===== config.mk =====
export PLATFORM = sky130hd
export DESIGN_NAME = packet_action_sampler_unit
export DESIGN_NICKNAME = d
export VERILOG_FILES = /design/src/pas_pkg.sv /design/src/pas_front.sv /design/src/pas_fifo.sv /design/src/pas_back.sv /design/src/packet_action_sampler_unit.sv
export SDC_FILE = /design/constraint.sdc
export NUM_CORES = 2
export LEC_CHECK = 0
export BUFFER_PORTS_ARGS = -buffer_cell sky130_fd_sc_hd__buf_2
export CORE_ASPECT_RATIO = 0.8
export CORE_MARGIN = 2
export CORE_UTILIZATION = 55
export DETAILED_ROUTE_END_ITERATION = 10
export GPL_TIMING_DRIVEN = 0
export PLACE_DENSITY = 0.78
export SLEW_MARGIN = 25
export SYNTH_ARGS = -nofsm -noshare
export SYNTH_HDL_FRONTEND = slang
export SYNTH_SLANG_ARGS = --single-unit

===== constraint.sdc =====
create_clock -name clk -period 18 [get_ports clk]
set_clock_uncertainty 0.2 [all_clocks]
set_input_delay 1.8 -clock clk [delete_from_list [all_inputs] [get_ports clk]]
set_output_delay 1.8 -clock clk [all_outputs]
set_load 0.03 [all_outputs]

===== src/pas_pkg.sv =====
`timescale 1ns / 1ps

package pas_pkg;

    // Widths fixed by the item and register formats.
    localparam int ACTION_W    = 32;
    localparam int MODE_W      = 2;
    localparam int PERIOD_W    = 16;
    localparam int LEN_W       = 16;
    localparam int SAMPLE_W    = 32;
    localparam int TIME_W      = 64;
    localparam int BYTES_W     = 64;
    localparam int UPD_PKTS_W  = 32;
    localparam int PKTS_W      = 64;
    localparam int DROPS_W     = 32;
    localparam int CFG_IDX_W   = 8;
    localparam int CFG_DATA_W  = 32;

    // The remainder unit retires this many dividend bits per cycle.
    localparam int DIV_BITS    = 4;
    localparam int DIV_CYCLES  = SAMPLE_W / DIV_BITS;
    localparam int DIV_CNT_W   = $clog2(DIV_CYCLES);

    // Depth of the queue between front and back.
    localparam int FIFO_DEPTH_DEF = 2;

    localparam logic signed [ACTION_W-1:0] DROP_CODE = 32'sd2;

    // Register indexes of the configuration port.
    localparam logic [CFG_IDX_W-1:0] REG_DEFAULT_ACTION = 8'd0;
    localparam logic [CFG_IDX_W-1:0] REG_ALT_ACTION     = 8'd1;
    localparam logic [CFG_IDX_W-1:0] REG_SAMPLE_MODE    = 8'd2;
    localparam logic [CFG_IDX_W-1:0] REG_SAMPLE_PERIOD  = 8'd3;

    // Sampling modes; the unused code behaves as no sampling.
    localparam logic [MODE_W-1:0] MODE_NONE   = 2'd0;
    localparam logic [MODE_W-1:0] MODE_RANDOM = 2'd1;
    localparam logic [MODE_W-1:0] MODE_NTH    = 2'd2;

    localparam logic [PERIOD_W-1:0] PERIOD_RESET = 16'd1;

    // A classified item as it travels from front to back.
    typedef struct packed {
        logic                  is_update;
        logic                  sample_en;
        logic [SAMPLE_W-1:0]   sample_val;
        logic [BYTES_W-1:0]    add_bytes;
        logic [UPD_PKTS_W-1:0] add_packets;
        logic [TIME_W-1:0]     use_time;
    } rec_t;

    typedef enum logic [1:0] {
        ST_IDLE,
        ST_DIV,
        ST_DONE
    } back_state_t;

endpackage


===== src/pas_front.sv =====
`timescale 1ns / 1ps

module pas_front
    import pas_pkg::*;
(
    input  logic                         clk,
    input  logic                         rst_n,
    input  logic                         accept,
    input  logic [MODE_W-1:0]            sample_mode,
    input  logic                         opcode,
    input  logic [LEN_W-1:0]             pkt_len,
    input  logic [SAMPLE_W-1:0]          random_value,
    input  logic [TIME_W-1:0]            time_now,
    input  logic [BYTES_W-1:0]           upd_bytes,
    input  logic [UPD_PKTS_W-1:0]        upd_packets,
    input  logic [TIME_W-1:0]            upd_last_use,
    output rec_t                         rec
);

    logic [SAMPLE_W-1:0] nth_counter_reg;
    logic [SAMPLE_W-1:0] nth_counter_next;
    logic [SAMPLE_W-1:0] counter_inc;

    assign counter_inc = nth_counter_reg + 1'b1;

    // Packets fold into the same add form as updates: one packet, its length,
    // and its time as the new last-use stamp.
    always_comb
    begin
        nth_counter_next = nth_counter_reg;
        rec.is_update    = opcode;
        rec.sample_en    = 1'b0;
        rec.sample_val   = random_value;
        if (opcode)
        begin
            rec.add_bytes   = upd_bytes;
            rec.add_packets = upd_packets;
            rec.use_time    = upd_last_use;
        end
        else
        begin
            rec.add_bytes   = {{(BYTES_W-LEN_W){1'b0}}, pkt_len};
            rec.add_packets = {{(UPD_PKTS_W-1){1'b0}}, 1'b1};
            rec.use_time    = time_now;
            case (sample_mode)
                MODE_RANDOM:
                begin
                    rec.sample_en = 1'b1;
                end
                MODE_NTH:
                begin
                    rec.sample_en  = 1'b1;
                    rec.sample_val = counter_inc;
                    if (accept)
                    begin
                        nth_counter_next = counter_inc;
                    end
                end
                default:
                begin
                    rec.sample_en = 1'b0;
                end
            endcase
        end
    end

    always_ff @(posedge clk or negedge rst_n)
    begin
        if (!rst_n)
        begin
            nth_counter_reg <= '0;
        end
        else
        begin
            nth_counter_reg <= nth_counter_next;
        end
    end

endmodule


===== src/pas_fifo.sv =====
`timescale 1ns / 1ps

module pas_fifo
    import pas_pkg::*;
#(
    parameter int DEPTH = FIFO_DEPTH_DEF
)
(
    input  logic clk,
    input  logic rst_n,
    input  logic wr_en,
    input  rec_t wr_data,
    output logic full,
    input  logic rd_en,
    output rec_t rd_data,
    output logic empty
);

    localparam int PTR_W = (DEPTH > 1) ? $clog2(DEPTH) : 1;
    localparam int CNT_W = $clog2(DEPTH + 1);
    localparam logic [PTR_W-1:0] PTR_LAST = PTR_W'(DEPTH - 1);
    localparam logic [CNT_W-1:0] CNT_FULL = CNT_W'(DEPTH);

    rec_t             mem_reg [DEPTH];
    logic [PTR_W-1:0] wr_ptr_reg;
    logic [PTR_W-1:0] rd_ptr_reg;
    logic [CNT_W-1:0] count_reg;
    logic             do_wr;
    logic             do_rd;

    assign full    = (count_reg == CNT_FULL);
    assign empty   = (count_reg == '0);
    assign do_wr   = wr_en && !full;
    assign do_rd   = rd_en && !empty;
    assign rd_data = mem_reg[rd_ptr_reg];

    always_ff @(posedge clk)
    begin
        if (do_wr)
        begin
            mem_reg[wr_ptr_reg] <= wr_data;
        end
    end

    always_ff @(posedge clk or negedge rst_n)
    begin
        if (!rst_n)
        begin
            wr_ptr_reg <= '0;
            rd_ptr_reg <= '0;
            count_reg  <= '0;
        end
        else
        begin
            if (do_wr)
            begin
                wr_ptr_reg <= (wr_ptr_reg == PTR_LAST) ? '0 : wr_ptr_reg + 1'b1;
            end
            if (do_rd)
            begin
                rd_ptr_reg <= (rd_ptr_reg == PTR_LAST) ? '0 : rd_ptr_reg + 1'b1;
            end
            if (do_wr && !do_rd)
            begin
                count_reg <= count_reg + 1'b1;
            end
            else if (do_rd && !do_wr)
            begin
                count_reg <= count_reg - 1'b1;
            end
        end
    end

endmodule


===== src/pas_back.sv =====
`timescale 1ns / 1ps

module pas_back
    import pas_pkg::*;
(
    input  logic                        clk,
    input  logic                        rst_n,
    input  logic signed [ACTION_W-1:0]  default_action,
    input  logic signed [ACTION_W-1:0]  alt_action,
    input  logic [PERIOD_W-1:0]         sample_period,
    input  logic                        fifo_empty,
    input  rec_t                        fifo_data,
    output logic                        fifo_pop,
    input  logic                        pop,
    output logic                        empty,
    output logic signed [ACTION_W-1:0]  verdict,
    output logic [BYTES_W-1:0]          total_bytes,
    output logic [PKTS_W-1:0]           total_packets,
    output logic [DROPS_W-1:0]          total_drops,
    output logic [TIME_W-1:0]           last_use_time
);

    back_state_t                 state_reg;
    back_state_t                 state_next;
    rec_t                        cur_reg;
    logic [SAMPLE_W-1:0]         dvd_reg;
    logic [PERIOD_W-1:0]         rem_reg;
    logic [PERIOD_W-1:0]         rem_next;
    logic [DIV_CNT_W-1:0]        cnt_reg;
    logic                        out_valid_reg;
    logic signed [ACTION_W-1:0]  verdict_reg;
    logic [BYTES_W-1:0]          bytes_reg;
    logic [PKTS_W-1:0]           packets_reg;
    logic [DROPS_W-1:0]          drops_reg;
    logic [TIME_W-1:0]           last_use_reg;
    logic [PERIOD_W-1:0]         period_eff;
    logic                        commit;
    logic                        hit;
    logic signed [ACTION_W-1:0]  verdict_new;
    logic [DROPS_W-1:0]          drop_add;

    assign period_eff = (sample_period == '0) ? PERIOD_RESET : sample_period;

    // Restoring remainder, DIV_BITS dividend bits per cycle.
    always_comb
    begin
        logic [PERIOD_W:0] trial;
        rem_next = rem_reg;
        for (int i = 0; i < DIV_BITS; i++)
        begin
            trial = {rem_next, dvd_reg[SAMPLE_W-1-i]};
            if (trial >= {1'b0, period_eff})
            begin
                trial = trial - {1'b0, period_eff};
            end
            rem_next = trial[PERIOD_W-1:0];
        end
    end

    assign hit         = cur_reg.sample_en && (rem_reg == '0);
    assign verdict_new = hit ? alt_action : default_action;
    assign drop_add    = (verdict_new == DROP_CODE) ? DROPS_W'(cur_reg.add_packets) : '0;

    always_comb
    begin
        state_next = state_reg;
        fifo_pop   = 1'b0;
        commit     = 1'b0;
        case (state_reg)
            ST_IDLE:
            begin
                if (!fifo_empty)
                begin
                    fifo_pop   = 1'b1;
                    state_next = fifo_data.sample_en ? ST_DIV : ST_DONE;
                end
            end
            ST_DIV:
            begin
                if (cnt_reg == DIV_CNT_W'(DIV_CYCLES - 1))
                begin
                    state_next = ST_DONE;
                end
            end
            ST_DONE:
            begin
                if (!out_valid_reg || pop)
                begin
                    commit     = 1'b1;
                    state_next = ST_IDLE;
                end
            end
            default:
            begin
                state_next = ST_IDLE;
            end
        endcase
    end

    always_ff @(posedge clk)
    begin
        if (fifo_pop)
        begin
            cur_reg <= fifo_data;
            dvd_reg <= fifo_data.sample_val;
            rem_reg <= '0;
            cnt_reg <= '0;
        end
        else if (state_reg == ST_DIV)
        begin
            dvd_reg <= dvd_reg << DIV_BITS;
            rem_reg <= rem_next;
            cnt_reg <= cnt_reg + 1'b1;
        end
        if (commit)
        begin
            verdict_reg <= verdict_new;
        end
    end

    always_ff @(posedge clk or negedge rst_n)
    begin
        if (!rst_n)
        begin
            state_reg     <= ST_IDLE;
            out_valid_reg <= 1'b0;
            bytes_reg     <= '0;
            packets_reg   <= '0;
            drops_reg     <= '0;
            last_use_reg  <= '0;
        end
        else
        begin
            state_reg <= state_next;
            if (commit)
            begin
                out_valid_reg <= 1'b1;
                bytes_reg     <= bytes_reg + cur_reg.add_bytes;
                packets_reg   <= packets_reg + PKTS_W'(cur_reg.add_packets);
                drops_reg     <= drops_reg + drop_add;
                if (!cur_reg.is_update || (cur_reg.use_time > last_use_reg))
                begin
                    last_use_reg <= cur_reg.use_time;
                end
            end
            else if (pop)
            begin
                out_valid_reg <= 1'b0;
            end
        end
    end

    // The totals change only on commit, which waits for the result slot to
    // drain, so the running totals are also the totals of the waiting result.
    assign empty         = !out_valid_reg;
    assign verdict       = verdict_reg;
    assign total_bytes   = bytes_reg;
    assign total_packets = packets_reg;
    assign total_drops   = drops_reg;
    assign last_use_time = last_use_reg;

endmodule


===== src/packet_action_sampler_unit.sv =====
`timescale 1ns / 1ps

// Packet action unit with random or every-nth sampling and running totals.
// Input items arrive through a queue-style port: an item is taken on a clock
// edge where push is high and full is low. Each item is a packet decision or
// an offload statistics update. Every item yields exactly one result, shown
// on the result ports while empty is low and taken on an edge where pop is
// high and empty is low. Configuration registers are written through the
// cfg_valid/cfg_ready channel, which is always ready; the user must write
// them only while idle, as the block itself does not enforce this.
// A front stage classifies items and steps the every-nth counter, a short
// queue holds them, and a back stage computes the sampling remainder and
// updates the totals. The remainder unit handles four bits per cycle and
// sees only sampled packets. The back stage takes one item at a time and
// pops the next from the queue only after committing the last one's result.
// A result left waiting stalls the back stage; the front keeps taking items
// until the queue is full.
// Reset clears the counter, the totals, the queue and the registers
// (sample_period resets to one).
module packet_action_sampler_unit
    import pas_pkg::*;
#(
    parameter int FIFO_DEPTH = FIFO_DEPTH_DEF
)
(
    input  logic                        clk,
    input  logic                        rst_n,
    input  logic                        push,
    output logic                        full,
    input  logic                        opcode,
    input  logic [LEN_W-1:0]            pkt_len,
    input  logic [SAMPLE_W-1:0]         random_value,
    input  logic [TIME_W-1:0]           time_now,
    input  logic [BYTES_W-1:0]          upd_bytes,
    input  logic [UPD_PKTS_W-1:0]       upd_packets,
    input  logic [TIME_W-1:0]           upd_last_use,
    output logic                        empty,
    input  logic                        pop,
    output logic signed [ACTION_W-1:0]  verdict,
    output logic [BYTES_W-1:0]          total_bytes,
    output logic [PKTS_W-1:0]           total_packets,
    output logic [DROPS_W-1:0]          total_drops,
    output logic [TIME_W-1:0]           last_use_time,
    input  logic                        cfg_valid,
    output logic                        cfg_ready,
    input  logic [CFG_IDX_W-1:0]        cfg_index,
    input  logic [CFG_DATA_W-1:0]       cfg_data
);

    logic signed [ACTION_W-1:0] default_action_reg;
    logic signed [ACTION_W-1:0] alt_action_reg;
    logic [MODE_W-1:0]          sample_mode_reg;
    logic [PERIOD_W-1:0]        sample_period_reg;
    logic                       accept;
    rec_t                       front_rec;
    rec_t                       fifo_rd;
    logic                       fifo_empty;
    logic                       fifo_pop;

    // The register file takes a write in every cycle; unknown indexes are
    // accepted and ignored.
    assign cfg_ready = 1'b1;

    always_ff @(posedge clk or negedge rst_n)
    begin
        if (!rst_n)
        begin
            default_action_reg <= '0;
            alt_action_reg     <= '0;
            sample_mode_reg    <= MODE_NONE;
            sample_period_reg  <= PERIOD_RESET;
        end
        else if (cfg_valid && cfg_ready)
        begin
            case (cfg_index)
                REG_DEFAULT_ACTION: default_action_reg <= cfg_data;
                REG_ALT_ACTION:     alt_action_reg     <= cfg_data;
                REG_SAMPLE_MODE:    sample_mode_reg    <= cfg_data[MODE_W-1:0];
                REG_SAMPLE_PERIOD:  sample_period_reg  <= cfg_data[PERIOD_W-1:0];
                default:
                begin
                end
            endcase
        end
    end

    assign accept = push && !full;

    pas_front u_front (
        .clk          (clk),
        .rst_n        (rst_n),
        .accept       (accept),
        .sample_mode  (sample_mode_reg),
        .opcode       (opcode),
        .pkt_len      (pkt_len),
        .random_value (random_value),
        .time_now     (time_now),
        .upd_bytes    (upd_bytes),
        .upd_packets  (upd_packets),
        .upd_last_use (upd_last_use),
        .rec          (front_rec)
    );

    pas_fifo #(
        .DEPTH (FIFO_DEPTH)
    ) u_fifo (
        .clk     (clk),
        .rst_n   (rst_n),
        .wr_en   (accept),
        .wr_data (front_rec),
        .full    (full),
        .rd_en   (fifo_pop),
        .rd_data (fifo_rd),
        .empty   (fifo_empty)
    );

    pas_back u_back (
        .clk            (clk),
        .rst_n          (rst_n),
        .default_action (default_action_reg),
        .alt_action     (alt_action_reg),
        .sample_period  (sample_period_reg),
        .fifo_empty     (fifo_empty),
        .fifo_data      (fifo_rd),
        .fifo_pop       (fifo_pop),
        .pop            (pop),
        .empty          (empty),
        .verdict        (verdict),
        .total_bytes    (total_bytes),
        .total_packets  (total_packets),
        .total_drops    (total_drops),
        .last_use_time  (last_use_time)
    );

endmodule


# Word-level counts from Yosys, hierarchy flattened
# Memory sizes are Yosys's and may differ from the RTL's.
# Cells that the tools add are included.
[op_classes]
n_eq_ne = 13
bitwise_logic = 1
magnitude_cmp = 5
n_mux = 30
n_reduce_logical = 30
add_sub_neg = 13
[ops]
columns = ["op", "count"]
rows = [
  ["two-way mux 160 bit", 1],
  ["two-way mux 32 bit", 5],
  ["two-way mux 16 bit", 5],
  [">= comparator 17 x 16 -> 1 bit", 4],
  ["adder 64 x 32 -> 64 bit", 1],
  ["adder 64 bit", 1],
  ["greater-than comparator 64 bit", 1],
  ["subtractor 16 bit", 4],
  ["two-way mux 33 bit", 1],
  ["adder 32 x 1 -> 32 bit, second input constant", 1],
  ["adder 32 bit", 1],
  ["== test 32 x 3 -> 1 bit, second input constant", 1],
  ["zero test 16 bit", 2],
  ["== test 8 x 2 -> 1 bit, second input constant", 2],
  ["two-way mux 2 bit", 6],
  ["two-way mux 1 bit", 11],
  ["AND reduction 2 bit", 5],
  ["== test 8 x 1 -> 1 bit, second input constant", 1],
  ["zero test 8 bit", 1],
  ["== test 2 bit, second input constant", 3],
  ["logical AND 1 bit", 6],
  ["zero test 1 bit", 6],
  ["case mux 2 bit (3 select lines)", 1],
  ["AND reduction 3 bit", 2],
  ["other kinds (13)", 20],
]
[totals]
register_bits = 590
elab_cells = 116
mem_bits_rw = 388
output_inout_bits = 259
memories = 1
[mem_list]
columns = ["memory", "words", "width", "read_ports", "rd_ports_with_merged_regs", "write_ports", "line_no", "rtl"]
rows = [
  ["u_fifo.mem_reg", 2, 194, 1, 0, 1, "pas_fifo.sv:24", "rec_t mem_reg [DEPTH];"],
]

# Longest topological paths before layout
[depth]
ltp_word = 10
depth_mapped = 50
mapped_depth_nobuf = 45

# Cells and area by module
# From an unflattened synthesis, not the netlist that was laid out.
[hier_totals]
hier_cells = 4154
hier_area_um2 = 50771.2
[by_module_without_submodules]
columns = ["module", "area_per_inst_um2", "cells_per_inst", "seq_area_each_um2", "n_inst"]
rows = [
  ["pas_back", 28947.8, 2882, 12847.3, 1],
  ["pas_fifo", 14818.0, 623, 11751.3, 1],
  ["pas_front", 3858.7, 468, 800.8, 1],
  ["packet_action_sampler_unit", 3146.8, 181, 2053.2, 1],
]

# Least setup slack after synthesis
# OpenSTA, ideal clock, no wires.
[synth_path]
kind = "input to register"
startpoint = "input push"
endpoint = "memory u_fifo.mem_reg[0][0] (netlist bit), enable pin"
arrival_ps = 9959
setup_time_ps = 752
n_path_buf = 0
slack_ps = 7089
path_stages = 2
cell_sequence = "nand2_1 nor2_1"
[synth_via]
elab_chain_cells = 4
[synth_rtl]
columns = ["element", "line_no", "rtl"]
rows = [
  ["start: declaration", "packet_action_sampler_unit.sv:28", "input logic push,"],
  ["logical AND 1 bit", "packet_action_sampler_unit.sv:87", "assign accept = push && !full;"],
  ["logical AND 1 bit", "pas_fifo.sv:33", "assign do_wr = wr_en && !full;"],
  ["two-way mux 1 bit", "pas_fifo.sv:39", "if (do_wr)"],
  ["two-way mux 1 bit (not written as such)", "pas_fifo.sv:41", "mem_reg[wr_ptr_reg] <= wr_data;"],
  ["end: declaration", "pas_fifo.sv:24", ""],
]
# No other way between the ends.

# Final worst setup path
[layout_path]
startpoint = "register sample_period_reg[8]"
endpoint = "register u_back.rem_reg[3]"
[layout_via]
elab_chain_cells = 10
word_cells_on_any_way = 14
cone_classes = "add/sub: 4; order compare: 4; mux: 5; reduce/logical: 1"
[layout_rtl]
columns = ["element", "line_no", "rtl"]
rows = [
  ["start: declaration", "packet_action_sampler_unit.sv:53", "logic [PERIOD_W-1:0] sample_period_reg;"],
  ["start signal: assignment", "packet_action_sampler_unit.sv:79", "REG_SAMPLE_PERIOD: sample_period_reg <= cfg_data[PERIOD_W-1:0];"],
  ["zero test 16 bit", "pas_back.sv:42", "assign period_eff = (sample_period == '0) ? PERIOD_RESET : sample_period;"],
  ["two-way mux 16 bit *", "pas_back.sv:42", ""],
  ["subtractor 16 bit or >= comparator 17 x 16 -> 1 bit (tied branches)", "pas_back.sv:54, pas_back.sv:52", ""],
  ["two-way mux 16 bit", "pas_back.sv:52", "if (trial >= {1'b0, period_eff})"],
  ["subtractor 16 bit or >= comparator 17 x 16 -> 1 bit (tied branches)", "pas_back.sv:54, pas_back.sv:52", ""],
  ["two-way mux 16 bit", "pas_back.sv:52", ""],
  ["subtractor 16 bit or >= comparator 17 x 16 -> 1 bit (tied branches)", "pas_back.sv:54, pas_back.sv:52", ""],
  ["two-way mux 16 bit", "pas_back.sv:52", ""],
  ["subtractor 16 bit or >= comparator 17 x 16 -> 1 bit (tied branches)", "pas_back.sv:54, pas_back.sv:52", ""],
  ["two-way mux 16 bit *", "pas_back.sv:52", ""],
  ["end signal: assignment", "pas_back.sv:112", "rem_reg <= rem_next;"],
  ["end: declaration", "pas_back.sv:27", "logic [PERIOD_W-1:0] rem_reg;"],
]
# Mark *: on every way between the ends. The rest lies on a longest branch, timed or not.
# A chain may end at the register's enable or synchronous reset.

==> flow_summary.ini <==
[worst_setup_path]
worstReg2RegStart = sample_period_reg[8]
crit_path_end_kind = flop
critPathLaunch = sample_period_reg[8]
arrival_ns = 13.42
worstPathRequired_ns = 18.36
timing.critical_path.fanout_max = 10
worstSetupPathType = flop to flop
worstSetupStartpointType = flop
path_common_cell = ha_1
r2r_cells = 47
slowest_stage_cell_cp = a211oi_1
worst_stage_delay_on_the_critical_path_ns = 0.63

[yosys]
synth-edff-count = 614
top_post_synthesis_cells_by_count = edfxtp_1 (614), mux2_2 (434), nand2_1 (350), dfrtp_1 (344), o21ai_0 (277)
post_synth_inst_count = 4014
postSynthNetCount = 4598
synthTopCellsByArea = edfxtp_1 (37%), dfrtp_1 (18%), mux2_2 (9.9%)
synth.avg_cell_area_um2 = 12.3
synth_seq_cells = 978
post-synth-top-count-cell = edfxtp_1
mappedNetlistArea_um2 = 49200
part_of_the_yosys_area_used_for_sequential_elements = 0.558
netlist-cell-type-count = 84
yosys.area.top_type = edfxtp_1
synth-main-ff-cell = edfxtp_1
yosys.area.top_type_share = 0.375
ys_warn_count = 0
synth-async-reset-ratio = 0.353

[placed_design]
pre_cts_slack_ns = 5.31
finalWeightedCongestion = 0.968
detailed_place_hpwl_mm = 96.8
port_buffers = 575

[route]
vias = 34500
routed_via_density = 5.74
drt_iter0_drc = 2663
drtPass1Iterations = 6
drc_errors = 0
routed_wire_length_per_instance_um = 21.5
postRouteAntennaNets = 0
route.final.wire_length_mm = 129

[min_path]
worstHoldPathCells = 1
hold_path.class = flop to flop
min-delay-start = u_back.total_drops[31]

[timing]
timing.final.max_slew_violations = 0
finalCritPeriodShare = 0.726
timing.final.crit_period_ns = 13.06
setup_tns_after_final_layout_ns = 0
maxClockFrequency_mhz = 76.6
slew-limit-headroom = 0.280
worstMarginPinSlew_ns = 1.08
postLayoutSetupSlackWorst_ns = 4.94
hold_viol_final = 0
count_of_final_setup_violators = 0
rsz0062_at_grt = false

[global_route]
grt_max_degree = 93
grt-ovfl-total = 0
grt_usage = 0.277
antenna_violations_before_repair = 25
grt_pass1_wl_mm = 197
number_of_global_route_vias_before_repair = 34400

[cts]
cts.htree.levels = 3
clk_path_buf_depth = 3
clock_transition_at_the_register_clock_pins_on_the_worst_setup_and_hold_paths_after_cts_ns = 0.06
cts_inserted_buffers = 96
tritoncts_clock_tree = yes
cts_num_sinks = 978
cts_setup_buffers = 0
post_cts.resized_instances = 0
worst_skew_pair.late_latency_ns = 0.68
cts.root.buffer_cell = clkbuf_16
cts-hold-fix-buffers = 0

[final_layout]
max_ffs_per_register = 388
nNetsFinal = 5292
area.growth.synth_to_final_pct = 17.0
drive_above_1_share = 0.260

[floorplan]
initial_core_util = 0.552
die_width_um = 338
y_dimension_of_the_die_um = 271
dieArea_um2 = 91800
num_io_pins = 577
coreArea_um2 = 89000
placement_rows = 98

[outcome]
outcome = finished, final reports clean

[job]
max-cap-violations = 0
## metal layers
metal / wire [um] / vias to the layer above / global-route usage
met5: 68 / - / 0
met4: 5270 / 12 / 0.111
met3: 8660 / 275 / 0.0548
met2: 59800 / 1132 / 0.443
met1: 55500 / 16900 / 0.375
li1: - / 16200 / -
## path summary, 6_finish.rpt
path | endpoint | slack [ns]
min | u_back.total_drops[31] | 0.27
min in group asynchronous | u_front.nth_counter_reg[12] | 0.77
max reg2reg | u_back.rem_reg[3] | 4.94
max in group asynchronous | u_back.total_bytes[8] | 15.32
max | u_back.rem_reg[3] | 4.94
min reg2reg | u_back.total_drops[31] | 0.27
## per-stage QoR
| stage | cell area [um2] | util | cells | hold slack [ns] |
|---|---|---|---|---|
| after floorplan | 49200 | - | 4014 | 0.240 |
| after global placement | 53600 | 0.602 | 5789 | 0.249 |
| after detailed placement | 54100 | 0.608 | 5810 | 0.257 |
| after CTS | 57500 | 0.646 | 5992 | 0.269 |
| after global routing | 57500 | 0.646 | 6000 | 0.284 |
| final | 57500 | 0.646 | 6003 | 0.266 |
## logic make-up after synthesis
family | share of synthesized area
xor gates and xnor gates | 0.0456
DFF | 0.558
other | 0.0000763
buffers and inverters | 0.0236
and+or+nand+nor | 0.0923
muxes | 0.110
adders and majority gates | 0.0688
AOI/OAI and AO/OA | 0.102
## area by class of cell
type | count | area [um2]
Multi-Input combinational cell | 2739 | 20600
Fill cell | 6745 | 31500
Clock buffer | 136 | 2670
Clock inverter | 46 | 713
Buffer | 147 | 604
Antenna cell | 11 | 27.5
Inverter | 150 | 571
Timing Repair Buffer | 596 | 3400
Sequential cell | 978 | 27500
Tap cell | 1200 | 1500
## cells in the final DEF, fill, tap and decap left out, types with 55 or more instances in the layout
master,count
clkbuf_1,142
inv_1,148
and3_1,60
clkbuf_16,96
dfrtp_1,344
nand2_1,350
mux2_2,434
a21o_1,101
xnor2_1,155
xor2_1,101
edfxtp_1,614
nor2_1,150
nand3_1,55
a21oi_1,177
and2_1,90
ha_1,259
buf_2,589
o21ai_0,277
## critical path, delay by kind of cell, from the launching register on
family                     cells  cell delay, ns
AOI/OAI and AO/OA             21            6.40
adders and majority gates      4            1.13
buffers and inverters          7            1.51
DFF                            1            0.41
muxes                          2            0.69
and+or+nand+nor               13            2.60
Power is left out: the tool's default activity adds up to more than one toggle a clock period on the data nets, which glitch-free logic cannot reach.
